## src/rtl/smm_pkg.sv

```systemverilog
`timescale 1ns / 1ps
`default_nettype none

package smm_pkg;

    localparam int COLOR_W   = 8;
    localparam int DIM_W     = 13;
    localparam int CFG_IDX_W = 3;
    localparam int SUM_W     = 10;

    localparam logic [COLOR_W-1:0] COLOR_MAX   = 8'hFF;
    localparam logic [COLOR_W-1:0] WHITE_LIMIT = 8'd240;
    localparam logic [10:0]        RECIP_3     = 11'd683;

    typedef enum logic [CFG_IDX_W-1:0] {
        CFG_BG_RED       = 3'd0,
        CFG_BG_GREEN     = 3'd1,
        CFG_BG_BLUE      = 3'd2,
        CFG_IMAGE_WIDTH  = 3'd3,
        CFG_IMAGE_HEIGHT = 3'd4,
        CFG_MASK_WIDTH   = 3'd5,
        CFG_MASK_HEIGHT  = 3'd6
    } cfg_reg_t;

    typedef struct packed {
        logic [COLOR_W-1:0] front_red;
        logic [COLOR_W-1:0] front_green;
        logic [COLOR_W-1:0] front_blue;
        logic [COLOR_W-1:0] mask_red;
        logic [COLOR_W-1:0] mask_green;
        logic [COLOR_W-1:0] mask_blue;
    } pix_in_t;

    typedef struct packed {
        logic [COLOR_W-1:0] out_red;
        logic [COLOR_W-1:0] out_green;
        logic [COLOR_W-1:0] out_blue;
        logic [COLOR_W-1:0] out_alpha;
        logic               frame_last;
    } pix_out_t;

    typedef struct packed {
        logic in_mask;
        logic last;
    } pos_info_t;

    typedef struct packed {
        logic [COLOR_W-1:0] red;
        logic [COLOR_W-1:0] green;
        logic [COLOR_W-1:0] blue;
    } bg_color_t;

    // floor(x / 3) for x up to 765
    function automatic logic [COLOR_W-1:0] div3(input logic [SUM_W-1:0] x);
        logic [20:0] prod;
        prod = 21'(x) * 21'(RECIP_3);
        return prod[18:11];
    endfunction

endpackage

`default_nettype wire

```

## src/rtl/smm_pos.sv

```systemverilog
`timescale 1ns / 1ps
`default_nettype none

module smm_pos #(
    parameter int MAX_DIM = 4096
) (
    input  wire logic                        clk,
    input  wire logic                        rst_n,
    input  wire logic                        advance,
    input  wire logic [smm_pkg::DIM_W-1:0]   image_width,
    input  wire logic [smm_pkg::DIM_W-1:0]   image_height,
    input  wire logic [smm_pkg::DIM_W-1:0]   mask_width,
    input  wire logic [smm_pkg::DIM_W-1:0]   mask_height,
    output smm_pkg::pos_info_t               info
);
    import smm_pkg::*;

    localparam int CNT_W = (MAX_DIM > 2) ? $clog2(MAX_DIM) : 1;
    localparam int CMP_W = (CNT_W + 1 > DIM_W) ? CNT_W + 1 : DIM_W;

    logic [CNT_W-1:0] col_reg, col_next;
    logic [CNT_W-1:0] row_reg, row_next;
    logic [CMP_W-1:0] w_eff, h_eff;
    logic [CMP_W-1:0] col_inc, row_inc;
    logic             col_wrap, row_wrap;

    function automatic logic [CMP_W-1:0] clamp_dim(input logic [DIM_W-1:0] v);
        logic [CMP_W-1:0] ext;
        ext = CMP_W'(v);
        if (ext == '0)
            return CMP_W'(1);
        else if (ext > CMP_W'(MAX_DIM))
            return CMP_W'(MAX_DIM);
        else
            return ext;
    endfunction

    always_comb
    begin
        w_eff    = clamp_dim(image_width);
        h_eff    = clamp_dim(image_height);
        col_inc  = CMP_W'(col_reg) + CMP_W'(1);
        row_inc  = CMP_W'(row_reg) + CMP_W'(1);
        col_wrap = (col_inc >= w_eff);
        row_wrap = (row_inc >= h_eff);

        info.in_mask = (CMP_W'(col_reg) < CMP_W'(mask_width)) &&
                       (CMP_W'(row_reg) < CMP_W'(mask_height));
        info.last    = col_wrap && row_wrap;

        col_next = col_reg;
        row_next = row_reg;
        if (col_wrap)
        begin
            col_next = '0;
            row_next = row_wrap ? '0 : row_reg + CNT_W'(1);
        end
        else
        begin
            col_next = col_reg + CNT_W'(1);
        end
    end

    always_ff @(posedge clk or negedge rst_n)
    begin
        if (!rst_n)
        begin
            col_reg <= '0;
            row_reg <= '0;
        end
        else if (advance)
        begin
            col_reg <= col_next;
            row_reg <= row_next;
        end
    end

endmodule

`default_nettype wire

```

## src/rtl/smm_calc.sv

```systemverilog
`timescale 1ns / 1ps
`default_nettype none

module smm_calc (
    input  wire smm_pkg::pix_in_t    pix,
    input  wire smm_pkg::pos_info_t  pos,
    input  wire smm_pkg::bg_color_t  bg,
    output smm_pkg::pix_out_t        res
);
    import smm_pkg::*;

    logic [COLOR_W-1:0] mr, mg, mb;
    logic [SUM_W-1:0]   mask_sum, front_sum;
    logic [COLOR_W-1:0] alpha_base;
    logic [COLOR_W:0]   alpha_sum;
    logic               all_white;

    always_comb
    begin
        mr = pos.in_mask ? pix.mask_red   : COLOR_MAX;
        mg = pos.in_mask ? pix.mask_green : COLOR_MAX;
        mb = pos.in_mask ? pix.mask_blue  : COLOR_MAX;

        all_white = (mr > WHITE_LIMIT) && (mg > WHITE_LIMIT) && (mb > WHITE_LIMIT);
        mask_sum  = SUM_W'(mr) + SUM_W'(mg) + SUM_W'(mb);
        front_sum = SUM_W'(pix.front_red) + SUM_W'(pix.front_green)
                  + SUM_W'(pix.front_blue);

        alpha_base = all_white ? '0 : COLOR_MAX - div3(mask_sum);
        alpha_sum  = (COLOR_W+1)'(alpha_base) + (COLOR_W+1)'(div3(front_sum));

        res.out_red    = (mr & bg.red)   | pix.front_red;
        res.out_green  = (mg & bg.green) | pix.front_green;
        res.out_blue   = (mb & bg.blue)  | pix.front_blue;
        res.out_alpha  = alpha_sum[COLOR_W] ? COLOR_MAX : alpha_sum[COLOR_W-1:0];
        res.frame_last = pos.last;
    end

endmodule

`default_nettype wire

```

## src/rtl/sprite_mask_merge.sv

```systemverilog
`timescale 1ns / 1ps
`default_nettype none

// Sprite mask merge: one front pixel plus its aligned mask pixel in, one RGBA pixel out.
// Pixel channel: pix_valid / pix_ready / pix_data, pixels in processing order
//   (rows first to last, columns left to right).
// Result channel: res_valid / res_ready / res_data; frame_last marks the final pixel.
// Config channel: cfg_valid / cfg_ready / cfg_index / cfg_data; cfg_ready is always
//   high, writes take effect at the next edge. Write only while the block is idle.
// Path: a pixel taken into the input register passes through the merge logic into the
//   result register, and so onto res_data, once the result register is free.
// Throughput: one pixel per cycle while res_ready stays high, set by the two-register pipeline
//   (input register, merge logic, result register).
// Reset: both pipeline stages empty, position counters at the first pixel,
//   background black, all sizes 1.
// Stall: when res_ready is low the result register holds and the input register keeps
//   filling; pix_ready drops only once both stages are occupied.
module sprite_mask_merge #(
    parameter int MAX_DIM = 4096
) (
    input  wire logic                            clk,
    input  wire logic                            rst_n,
    input  wire logic                            pix_valid,
    output logic                                 pix_ready,
    input  wire smm_pkg::pix_in_t                pix_data,
    output logic                                 res_valid,
    input  wire logic                            res_ready,
    output smm_pkg::pix_out_t                    res_data,
    input  wire logic                            cfg_valid,
    output logic                                 cfg_ready,
    input  wire logic [smm_pkg::CFG_IDX_W-1:0]   cfg_index,
    input  wire logic [smm_pkg::DIM_W-1:0]       cfg_data
);
    import smm_pkg::*;

    bg_color_t          bg_reg;
    logic [DIM_W-1:0]   img_w_reg, img_h_reg, mask_w_reg, mask_h_reg;

    pix_in_t            a_pix_reg;
    pos_info_t          a_pos_reg;
    logic               a_valid_reg;
    pix_out_t           b_res_reg;
    logic               b_valid_reg;

    pos_info_t          pos_cur;
    pix_out_t           res_next;
    logic               take_in, adv_b;

    assign cfg_ready = 1'b1;
    assign adv_b     = a_valid_reg && (!b_valid_reg || res_ready);
    assign pix_ready = !a_valid_reg || adv_b;
    assign take_in   = pix_valid && pix_ready;
    assign res_valid = b_valid_reg;
    assign res_data  = b_res_reg;

    always_ff @(posedge clk or negedge rst_n)
    begin
        if (!rst_n)
        begin
            bg_reg     <= '0;
            img_w_reg  <= DIM_W'(1);
            img_h_reg  <= DIM_W'(1);
            mask_w_reg <= DIM_W'(1);
            mask_h_reg <= DIM_W'(1);
        end
        else if (cfg_valid)
        begin
            unique case (cfg_reg_t'(cfg_index))
                CFG_BG_RED:       bg_reg.red   <= cfg_data[COLOR_W-1:0];
                CFG_BG_GREEN:     bg_reg.green <= cfg_data[COLOR_W-1:0];
                CFG_BG_BLUE:      bg_reg.blue  <= cfg_data[COLOR_W-1:0];
                CFG_IMAGE_WIDTH:  img_w_reg    <= cfg_data;
                CFG_IMAGE_HEIGHT: img_h_reg    <= cfg_data;
                CFG_MASK_WIDTH:   mask_w_reg   <= cfg_data;
                CFG_MASK_HEIGHT:  mask_h_reg   <= cfg_data;
                default:          ;
            endcase
        end
    end

    smm_pos #(
        .MAX_DIM (MAX_DIM)
    ) u_pos (
        .clk          (clk),
        .rst_n        (rst_n),
        .advance      (take_in),
        .image_width  (img_w_reg),
        .image_height (img_h_reg),
        .mask_width   (mask_w_reg),
        .mask_height  (mask_h_reg),
        .info         (pos_cur)
    );

    smm_calc u_calc (
        .pix (a_pix_reg),
        .pos (a_pos_reg),
        .bg  (bg_reg),
        .res (res_next)
    );

    always_ff @(posedge clk or negedge rst_n)
    begin
        if (!rst_n)
        begin
            a_valid_reg <= 1'b0;
            b_valid_reg <= 1'b0;
        end
        else
        begin
            if (pix_ready)
                a_valid_reg <= pix_valid;
            if (adv_b)
                b_valid_reg <= 1'b1;
            else if (res_ready)
                b_valid_reg <= 1'b0;
        end
    end

    // hold payload until the next transfer into each stage
    always_ff @(posedge clk)
    begin
        if (take_in)
        begin
            a_pix_reg <= pix_data;
            a_pos_reg <= pos_cur;
        end
        if (adv_b)
            b_res_reg <= res_next;
    end

endmodule

`default_nettype wire

```

## config.mk

```make
export PLATFORM = sky130hd
export DESIGN_NAME = sprite_mask_merge
export DESIGN_NICKNAME = d
export VERILOG_FILES = /design/src/rtl/smm_pkg.sv /design/src/rtl/smm_pos.sv /design/src/rtl/smm_calc.sv /design/src/rtl/sprite_mask_merge.sv
export SDC_FILE = /design/constraint.sdc
export NUM_CORES = 1
export LEC_CHECK = 0
export BUFFER_PORTS_ARGS = -buffer_cell sky130_fd_sc_hd__buf_2
export CAP_MARGIN = 25
export CORE_MARGIN = 4
export CORE_UTILIZATION = 50
export CTS_BUF_LIST = sky130_fd_sc_hd__clkbuf_8
export DETAILED_ROUTE_END_ITERATION = 8
export GPL_TIMING_DRIVEN = 0
export PLACE_DENSITY = 0.68
export SYNTH_ARGS = -nofsm -noshare
export SYNTH_HDL_FRONTEND = slang
export SYNTH_HIERARCHICAL = 1
export SYNTH_SLANG_ARGS = --single-unit
```

## constraint.sdc

```tcl
create_clock -name clk -period 22.7 [get_ports clk]
set_clock_uncertainty 0.1 [all_clocks]
set_input_delay 3.405 -clock clk [delete_from_list [all_inputs] [get_ports clk]]
set_output_delay 3.405 -clock clk [all_outputs]
set_load 0.1 [all_outputs]
```

**Word-level counts from Yosys, hierarchy flattened**

Index checks and enable logic that the tools add are counted.

- $mul: 2
- Bitwise gates (word level): 6
- Eq/ne operators: 6
- Magnitude comparators: 9
- Add/subtract/negate cells: 10
- Multiplexer cells: 12
- Reduce and logical (&&, ||, !) cells: 22

Operator list:

| operator | number |
|---|---|
| 13-bit 2-to-1 mux | 4 |
| 10-bit by 10-bit multiplier with 19-bit output, second input constant | 2 |
| 8-bit 2-to-1 mux | 4 |
| 8-bit by 8-bit adder with 9-bit output | 3 |
| 12-bit by 1-bit adder with 13-bit output, second input constant | 2 |
| 13-bit >= comparator | 2 |
| 13-bit greater-than comparator, second input constant | 2 |
| 13-bit logical NOT | 2 |
| 12-bit by 13-bit less-than comparator with 1-bit output | 2 |
| 12-bit by 1-bit adder with 12-bit output, second input constant | 2 |
| 8-bit bitwise AND | 3 |
| 8-bit greater-than comparator, second input constant | 3 |
| 12-bit 2-to-1 mux | 2 |
| 8-bit bitwise OR | 3 |
| 10-bit by 8-bit adder with 10-bit output | 2 |
| 2-bit AND reduction | 8 |
| 3-bit == test, second input constant | 3 |
| 8-bit subtractor, first input constant | 1 |
| 3-bit by 2-bit == test with 1-bit output, second input constant | 2 |
| 1-bit logical AND | 6 |
| 3-bit by 1-bit == test with 1-bit output, second input constant | 1 |
| 3-bit logical NOT | 1 |
| 1-bit logical NOT | 2 |
| 1-bit logical OR | 2 |
| 2 further kinds | 3 |

- Logic and storage cells: 91
- Bits in registers: 185
- Input bits: 69

**Depth between registers and ports, before layout**

Gate-level depths: netlist of run 1.

- Depth in word-level cells: 7
- Gate-level depth with buffers: 42

**By module**

Netlist of run 1, hierarchy kept.

Modules (own cells, without submodules):

| module | cells an instance | instances | area an instance (um^2) | sequential area each (um^2) |
|---|---|---|---|---|
| sprite_mask_merge | 258 | 1 | 5490.3 | 4449.3 |
| smm_calc | 576 | 1 | 5007.3 | 0.0 |
| smm_pos | 325 | 1 | 2670.1 | 600.6 |

**Worst setup path before layout of run 1**

OpenSTA, ideal clock, no wires.

- Path type: register to register
- Start: register a_pos_reg[1] (netlist name)
- End: register b_res_reg (netlist bit res_data[1]) (data pin)
- Stages on the path, launching flop included: 41
- Slack: 14.116 ns
- Setup time: 0.266 ns
- Arrival time: 8.218 ns
- Clock period less this slack: 8.584 ns
- Path through: edfxtp_1 clkbuf_1 inv_1 clkbuf_1 nor2_1 fa_1 inv_1 ha_1 fa_1 a21oi_1 nor2_1 o21ai_1 nand2b_1 a21oi_1 xnor2_1 inv_1 xnor2_1 ha_1 [... 5 more ...] fa_1 inv_1 ha_1 nand3_1 a211oi_1 nor3_1 o31ai_1 a21oi_1 xnor2_1 nor2_1 ha_1 nor2b_1 o21ai_1 a21oi_1 o21ai_0 a21boi_1 o21ai_2 or3b_1

- Cells in the longest elaborated chain, start to end: 7
- Elaborated cells on any way between the ends: 14

RTL lines:

| what | RTL line | RTL |
|---|---|---|
| start: declaration | sprite_mask_merge.sv:40 | `pos_info_t a_pos_reg;` |
| start signal: assignment | sprite_mask_merge.sv:125 | `a_pos_reg <= pos_cur;` |
| 8-bit 2-to-1 mux (on tied branches) | smm_calc.sv:20, smm_calc.sv:21 |  |
| 8-bit by 8-bit adder with 9-bit output | smm_calc.sv:25 | `mask_sum = SUM_W'(mr) + SUM_W'(mg) + SUM_W'(mb);` |
| 10-bit by 8-bit adder with 10-bit output | smm_calc.sv:25 |  |
| 10-bit by 10-bit multiplier with 19-bit output | smm_pkg.sv:56 | `prod = 21'(x) * 21'(RECIP_3);` |
| 8-bit subtractor | smm_calc.sv:29 | `alpha_base = all_white ? '0 : COLOR_MAX - div3(mask_sum);` |
| 8-bit 2-to-1 mux * | smm_calc.sv:29 |  |
| 8-bit by 8-bit adder with 9-bit output * | smm_calc.sv:30 | `alpha_sum = (COLOR_W+1)'(alpha_base) + (COLOR_W+1)'(div3(front_sum));` |
| end signal: assignment | sprite_mask_merge.sv:128 | `b_res_reg <= res_next;` |
| end: declaration | sprite_mask_merge.sv:42 | `pix_out_t b_res_reg;` |

Mark *: on every way between the ends. The rest lies on a longest branch, timed or not.
A chain may end at the register's enable or synchronous reset.

**Worst setup path in the final report of run 1**

Ends and elaborated chain as after synthesis.

==> results.md, run 1 <==
| Result | Value | Unit |
|:---|:---|:---|
| Proportion of layout cells with a drive suffix above 1 | 0.1944 | - |
| Required time at the endpoint of the critical path | 22.83 | ns |
| Reg2reg path depth | 40 | - |
| Most prevalent standard cell on the critical path | sky130_fd_sc_hd__inv_1 | - |
| Actual slew at the worst max-slew pin | 0.8937 | ns |
| Parity-gate share of the synthesized area counting xor and xnor cells | 0.04380 | - |
| Capture endpoint of the worst hold path | res_valid | - |
| Routed length per placed instance | 18.21 | um |
| Maximum number of pins on one net before global-route repair | 66 | - |
| Seq/Total Area, Yosys | 0.3835 | - |
| Post-synthesis cell count | 1159 | - |
| First-pass GRT wire length | 48200 | um |
| Cell with the largest stage delay on the worst path | sky130_fd_sc_hd__edfxtp_1 | - |
| Post-synthesis async set-or-reset flop share | 0.5514 | - |
| Die Y-Extent | 170.3 | um |
| Biggest cell delay along the critical path | 0.57 | ns |
| Maximum clock frequency | 98.10 | MHz |
| Drt pass-1 iters | 5 | - |
| Final Hold Vio Count | 0 | - |
| Post-synthesis share of cell area spent on full adders, half adders and majority gates | 0.2604 | - |
| Most numerous cell in the Yosys netlist | sky130_fd_sc_hd__ha_1 | - |
| Worst Path Class, Setup | reg2reg | - |
| Core area | 25980 | um2 |
| Number of sinks driven by the clock tree | 185 | - |
| Post-layout min period | 10.19 | ns |
| CTS tree | yes | - |
| Root buffer cell | sky130_fd_sc_hd__clkbuf_8 | - |
| Cell area after synthesis | 13170 | um2 |
| Crit share post-route | 0.4491 | - |
| Insertion delay of the later-clocked pin in the worst-skew pair | 0.48 | ns |
| Multi-input logic area | 7501 | um2 |
| IO Count | 105 | - |
| Area Growth Syn to Fin | 10.68 | % |
| Number of hold buffers added after cts | 0 | - |
| Hold Startpoint | a_valid_reg | - |
| Largest family of logic cells by synthesized area | adder cells | - |
| Vias in the first global route | 9349 | - |
| Most area-consuming cells after synthesis | sky130_fd_sc_hd__edfxtp_1 19%, sky130_fd_sc_hd__dfrtp_1 19%, sky130_fd_sc_hd__ha_1 18% | - |
| Clock tree buffer depth | 2 | - |
| Postcts setup bufs | 0 | - |
| Origin of the critical flop-to-flop path | a_pos_reg[1] | - |
| Slack of the worst reg-to-reg path | 12.51 | ns |
| Diodes inserted | 0 | - |
| GRT Util Overall | 0.2119 | - |
| Starting Density | 0.5067 | - |
| Share of the synthesized area in compound gates (AO/OA/AOI/OAI) | 0.09312 | - |
| Most used DFF post-synth | sky130_fd_sc_hd__dfrtp_1 | - |
| Hold WC Path Type | reg2reg | - |
| Pins Over Slew Limit | 0 | - |
| Initial DRC Count | 538 | - |
| Top-area cell type share of the netlist area | 0.1893 | - |
| Portion of netlist area occupied by mux cells | 0.06737 | - |
| CP max FO | 10 | - |
| Largest register FFs | 48 | - |
| Startpoint class of the critical path | flop | - |
| Arrival time of the worst setup path | 10.32 | ns |
| Number of resized instances in the post-cts repair step | 0 | - |
| Aggregate routed wire length | 29700 | um |
| Post-route ant nets | 0 | - |
| Total Negative Setup Slacks | 0 | ns |
| Area share of and/or/nand/nor cells after synthesis | 0.1045 | - |
| Standard-cell row count | 59 | - |
| Register clock-pin slew on the reported worst setup and hold paths | 0.11 | ns |
| Result of the run | complete, no violations | - |
| Critical path endpoint category | flop | - |
| Count of max-cap constraint violations | 0 | - |
| Total Nets Final | 1593 | - |
| Post-synth EDFFs | 83 | - |
| Number of antenna violations at the first check in global routing | 0 | - |
| Number of cells on the worst hold path | 1 | - |
| GRT overflow | 0 | - |
| Number of fill cells in the layout | 2244 | - |
| Startpoint of the most critical setup path | a_pos_reg[1] | - |
| Combined flip-flop and latch cell area | 5050 | um2 |
| Number of buffers created by CTS | 17 | - |
| Endpoint of the worst-slack reg-to-reg timing path | res_data[1] | - |
| X dimension of the die | 170.3 | um |
| Buffers added on ports | 103 | - |
| Setup repair after global routing missed its margin | false | - |
| Number of setup violations in the final report | 0 | - |
| Most area-hungry cell type in the Yosys netlist | sky130_fd_sc_hd__edfxtp_1 | - |
| Number of unique standard cell types used by synthesis | 75 | - |
| Synth Register Bits | 185 | - |
| Global placer's final weighted congestion | 0.8472 | - |
| Slew Limit Headroom | 0.4042 | - |
| Synthesized area divided by synthesized cell count | 11.36 | um2 |
| Yosys warns | 6 | - |
| Total Die Area | 29000 | um2 |
| Via Count | 8993 | - |
| Top cells by instance count after synthesis | 186 x sky130_fd_sc_hd__ha_1, 136 x sky130_fd_sc_hd__inv_1, 98 x sky130_fd_sc_hd__dfrtp_1, 83 x sky130_fd_sc_hd__edfxtp_1, 77 x sky130_fd_sc_hd__mux2_2 | - |
| Number of nets produced by synthesis | 1469 | - |
| Maximum level of the CTS H-tree | 4 | - |
| Per-cell via count in the routed design | 5.514 | - |
| Remaining DRCs | 0 | - |
| HPWL after detailed placement | 23810 | um |
cell type report:
class	count	area share
clock buffers	17	0.01605
flip-flops and latches	185	0.3465
multi-input cells	819	0.5147
well taps	335	0.02876
inverters	137	0.03528
clock inverters	15	0.01271
repair buffers	105	0.03880
plain buffers	18	0.007212
placed cells by master (no fill, tap or decap), types with 5 or more instances in the layout:
cell type	n
sky130_fd_sc_hd__edfxtp_1	83
sky130_fd_sc_hd__clkbuf_1	8
sky130_fd_sc_hd__xnor2_1	46
sky130_fd_sc_hd__nor4_1	8
sky130_fd_sc_hd__fa_1	55
sky130_fd_sc_hd__nand2b_1	39
sky130_fd_sc_hd__nand4_1	15
sky130_fd_sc_hd__o21bai_1	7
sky130_fd_sc_hd__nand2_1	52
sky130_fd_sc_hd__a221o_1	5
sky130_fd_sc_hd__o211ai_1	5
sky130_fd_sc_hd__a21o_1	31
sky130_fd_sc_hd__nand3b_1	6
sky130_fd_sc_hd__a21oi_1	40
sky130_fd_sc_hd__nor3_1	13
sky130_fd_sc_hd__buf_4	6
sky130_fd_sc_hd__nand4b_1	5
sky130_fd_sc_hd__dfrtp_1	98
sky130_fd_sc_hd__a211oi_1	5
sky130_fd_sc_hd__and3_1	10
sky130_fd_sc_hd__nand3_1	25
sky130_fd_sc_hd__mux2_2	77
sky130_fd_sc_hd__nor2_1	49
sky130_fd_sc_hd__clkbuf_8	17
sky130_fd_sc_hd__buf_2	105
sky130_fd_sc_hd__inv_1	136
sky130_fd_sc_hd__a22o_1	7
sky130_fd_sc_hd__a211o_1	5
sky130_fd_sc_hd__o21ai_0	34
sky130_fd_sc_hd__ha_1	186
sky130_fd_sc_hd__nor2b_1	11
sky130_fd_sc_hd__xor2_1	18
cell families after synthesis:
logic type,count (synthesis)
compound gates,178
xor+xnor,65
fa+ha+maj,241
buf+inv,155
flops,185
mux,79
other cells,1
simple gates,255
worst max path at each step:
stage	to
detailed placement	res_data[1]
finish	res_data[1]
global placement	res_data[1]
CTS	res_data[1]
floorplan	res_data[1]
global route	res_data[1]
critical path, delay by kind of cell (launching register included):
family,cells,cell delay (ns)
AND/OR/NAND/NOR,8,1.16
adder cells (fa/ha/maj),9,3.50
AO/OA/AOI/OAI,11,2.45
flip-flops,1,0.57
XOR/XNOR,3,0.82
buffers and inverters,9,1.34
metrics by stage:
stage | cells | setup WS [ns] | cell area (um2) | hold slack (ns) | utilization
6_report | 1631 | 12.51 | 14570 | 0.3944 | 0.5609
5_1_grt | 1631 | 11.75 | 14570 | 0.4085 | 0.5609
4_1_cts | 1631 | 12.45 | 14570 | 0.3962 | 0.5609
3_5_place_dp | 1599 | 12.46 | 14150 | 0.3688 | 0.5447
3_3_place_gp | 1597 | 12.64 | 14100 | 0.3542 | 0.5427
2_1_floorplan | 1159 | 14.12 | 13170 | 0.3490 | -
metal layers:
metal | track usage | up-vias | part of all wire
li1 | - | 4344 | -
met1 | 0.2737 | 4420 | 0.43
met2 | 0.3698 | 187 | 0.51
met3 | 0.03438 | 42 | 0.043
met4 | 0.06007 | 0 | 0.019
met5 | 0 | - | 0
Power of run 1 is not shown: default switching activity piles up to over one toggle a cycle in this logic, so the estimate is an artifact.
==> run 2, diff against run 1 <==
- PLACE_DENSITY: 0.68 -> 0.71
- clock period: 22.7 -> 9.2 ns (I/O delays scaled with it)
==> run 2 against run 1 <==
Effect of this change:
- sequential cell count did not move
- count of clock-buffer cells in the layout stayed put
- critical endpoint unchanged
- critical path depth is 1 lower
==> results.md, run 2 (synthesis gave the netlist of run 1 again) <==
| Result | Value | Unit |
|:---|:---|:---|
| Maximum clock frequency | 114.9 | MHz |
| Endpoint of the worst-slack reg-to-reg timing path | res_data[1] | - |
| IO Count | 105 | - |
| Slew Limit Headroom | 0.4916 | - |
| Aggregate routed wire length | 29830 | um |
| CTS tree | yes | - |
| Area Growth Syn to Fin | 11.49 | % |
| Actual slew at the worst max-slew pin | 0.7594 | ns |
| Multi-input logic area | 7548 | um2 |
| Most common library cell in the layout ignoring fill and taps | sky130_fd_sc_hd__ha_1 | - |
| Initial DRC Count | 651 | - |
| GR peak layer | met2 | - |
| Worst Path Class, Setup | reg2reg | - |
| Final Hold Vio Count | 0 | - |
| Drt pass-1 iters | 7 | - |
| Setup repair after global routing missed its margin | false | - |
| Total Nets Final | 1597 | - |
| Number of setup violations in the final report | 0 | - |
| Count of max-cap constraint violations | 0 | - |
| Leading cell types in the layout, fill and taps excluded | 186 x sky130_fd_sc_hd__ha_1, 134 x sky130_fd_sc_hd__inv_1, 106 x sky130_fd_sc_hd__buf_2 | - |
| Vias in the first global route | 9204 | - |
| First-pass GRT wire length | 47490 | um |
| Remaining DRCs | 0 | - |
| Number of hold buffers added after cts | 0 | - |
| Number of sinks driven by the clock tree | 185 | - |
| Insertion delay of the later-clocked pin in the worst-skew pair | 0.48 | ns |
| Reg2reg path depth | 39 | - |
| Largest register FFs | 48 | - |
| Maximum level of the CTS H-tree | 4 | - |
| Grt met3 use | 0.03159 | - |
| Number of buffers created by CTS | 17 | - |
| GRT Util Overall | 0.2109 | - |
| Required time at the endpoint of the critical path | 9.33 | ns |
| Standard-cell row count | 59 | - |
| Post-detailed-placement cell area | 14170 | um2 |
| Critical path endpoint category | flop | - |
| Per-cell via count in the routed design | 5.543 | - |
| X dimension of the die | 170.3 | um |
| Hold Startpoint | a_valid_reg | - |
| Most prevalent standard cell on the critical path | sky130_fd_sc_hd__inv_1 | - |
| Via Count | 9068 | - |
| Pins Over Slew Limit | 0 | - |
| Root buffer cell | sky130_fd_sc_hd__clkbuf_8 | - |
| Routing usage on met2 | 0.3733 | - |
| Register clock-pin slew on the reported worst setup and hold paths | 0.11 | ns |
| Number of fill cells in the layout | 2231 | - |
| Global placer's final weighted congestion | 0.8991 | - |
| Proportion of layout cells with a drive suffix above 1 | 0.2077 | - |
| Origin of the critical flop-to-flop path | a_pos_reg[1] | - |
| Buffers added on ports | 103 | - |
| Starting Density | 0.5067 | - |
| Slack of the worst reg-to-reg path | 0.49 | ns |
| Total Die Area | 29000 | um2 |
| CP max FO | 5 | - |
| Die Y-Extent | 170.3 | um |
| Clock tree buffer depth | 2 | - |
| Global routing usage on met1 | 0.2698 | - |
| Cell with the largest stage delay on the worst path | sky130_fd_sc_hd__fa_1 | - |
| Core area | 25980 | um2 |
| Combined flip-flop and latch cell area | 5050 | um2 |
| Maximum number of pins on one net before global-route repair | 60 | - |
| Crit share post-route | 0.9463 | - |
| Summed area of non-filler cells in the final layout | 14680 | um2 |
| Post-route ant nets | 0 | - |
| Routed length per placed instance | 18.23 | um |
| Startpoint class of the critical path | flop | - |
| Biggest cell delay along the critical path | 0.55 | ns |
| Number of cells on the worst hold path | 1 | - |
| Number of antenna violations at the first check in global routing | 1 | - |
| HPWL after detailed placement | 23770 | um |
| Hold WC Path Type | reg2reg | - |
| GRT overflow | 0 | - |
| Capture endpoint of the worst hold path | res_valid | - |
| Post-layout min period | 8.706 | ns |
| Arrival time of the worst setup path | 8.83 | ns |
| Result of the run | complete, no violations | - |
## run 2: per-stage QoR
stage / instances / worst slack, ns / hold WS, ns / TNS, ns / utilization
after floorplan: 1159 / 0.6160 / 0.3490 / 0 / -
after global placement: 1597 / -0.6590 / 0.3517 / -3.350 / 0.5427
after detailed placement: 1600 / -0.7288 / 0.3733 / -3.983 / 0.5455
after CTS: 1634 / 0.05767 / 0.4128 / 0 / 0.5630
after global routing: 1636 / 0.007444 / 0.4358 / 0 / 0.5650
final: 1636 / 0.4944 / 0.4033 / 0 / 0.5650
## run 2: cell type report
cell class | count | share of cell area
diodes | 1 | 0.0001705
plain buffers | 17 | 0.006989
clock buffers | 17 | 0.01594
clock inverters | 15 | 0.01304
inverters | 137 | 0.03520
multi-input cells | 819 | 0.5142
flip-flops and latches | 185 | 0.3440
well taps | 335 | 0.02855
repair buffers | 110 | 0.04193
## run 2: timing repair
action                     in CTS  in global routing
setup buffers                   3                  1
gates resized for setup         4                 12
pin swaps                       1                  3
setup endpoints to repair       8                  8
gates cloned                    0                  0
## run 2: per-layer routing
metal,wire (um),up-vias
met2,15310,236
met3,1390,41
met5,0,-
li1,-,4366
met4,695,0
met1,12430,4425
## run 2: worst max-delay path by stage
| stage | cells past startpoint | end | startpoint |
|---|---|---|---|
| 2_1_floorplan | 40 | res_data[1] | a_pos_reg[1] |
| 3_3_place_gp | 40 | res_data[1] | a_pos_reg[1] |
| 3_5_place_dp | 40 | res_data[1] | a_pos_reg[1] |
| 4_1_cts | 39 | res_data[1] | a_pos_reg[1] |
| 5_1_grt | 39 | res_data[1] | a_pos_reg[1] |
| 6_report | 39 | res_data[1] | a_pos_reg[1] |
## run 2: critical path, delay by kind of cell, from the launching register on
family / cells / cell delay (ns)
xor gates and xnor gates: 3 / 0.46
buffers and inverters: 8 / 0.64
AOI/OAI and AO/OA: 11 / 2.01
DFF: 1 / 0.44
adders and majority gates: 9 / 3.60
and+or+nand+nor: 8 / 1.24
Power of run 2 is left out for the same reason.
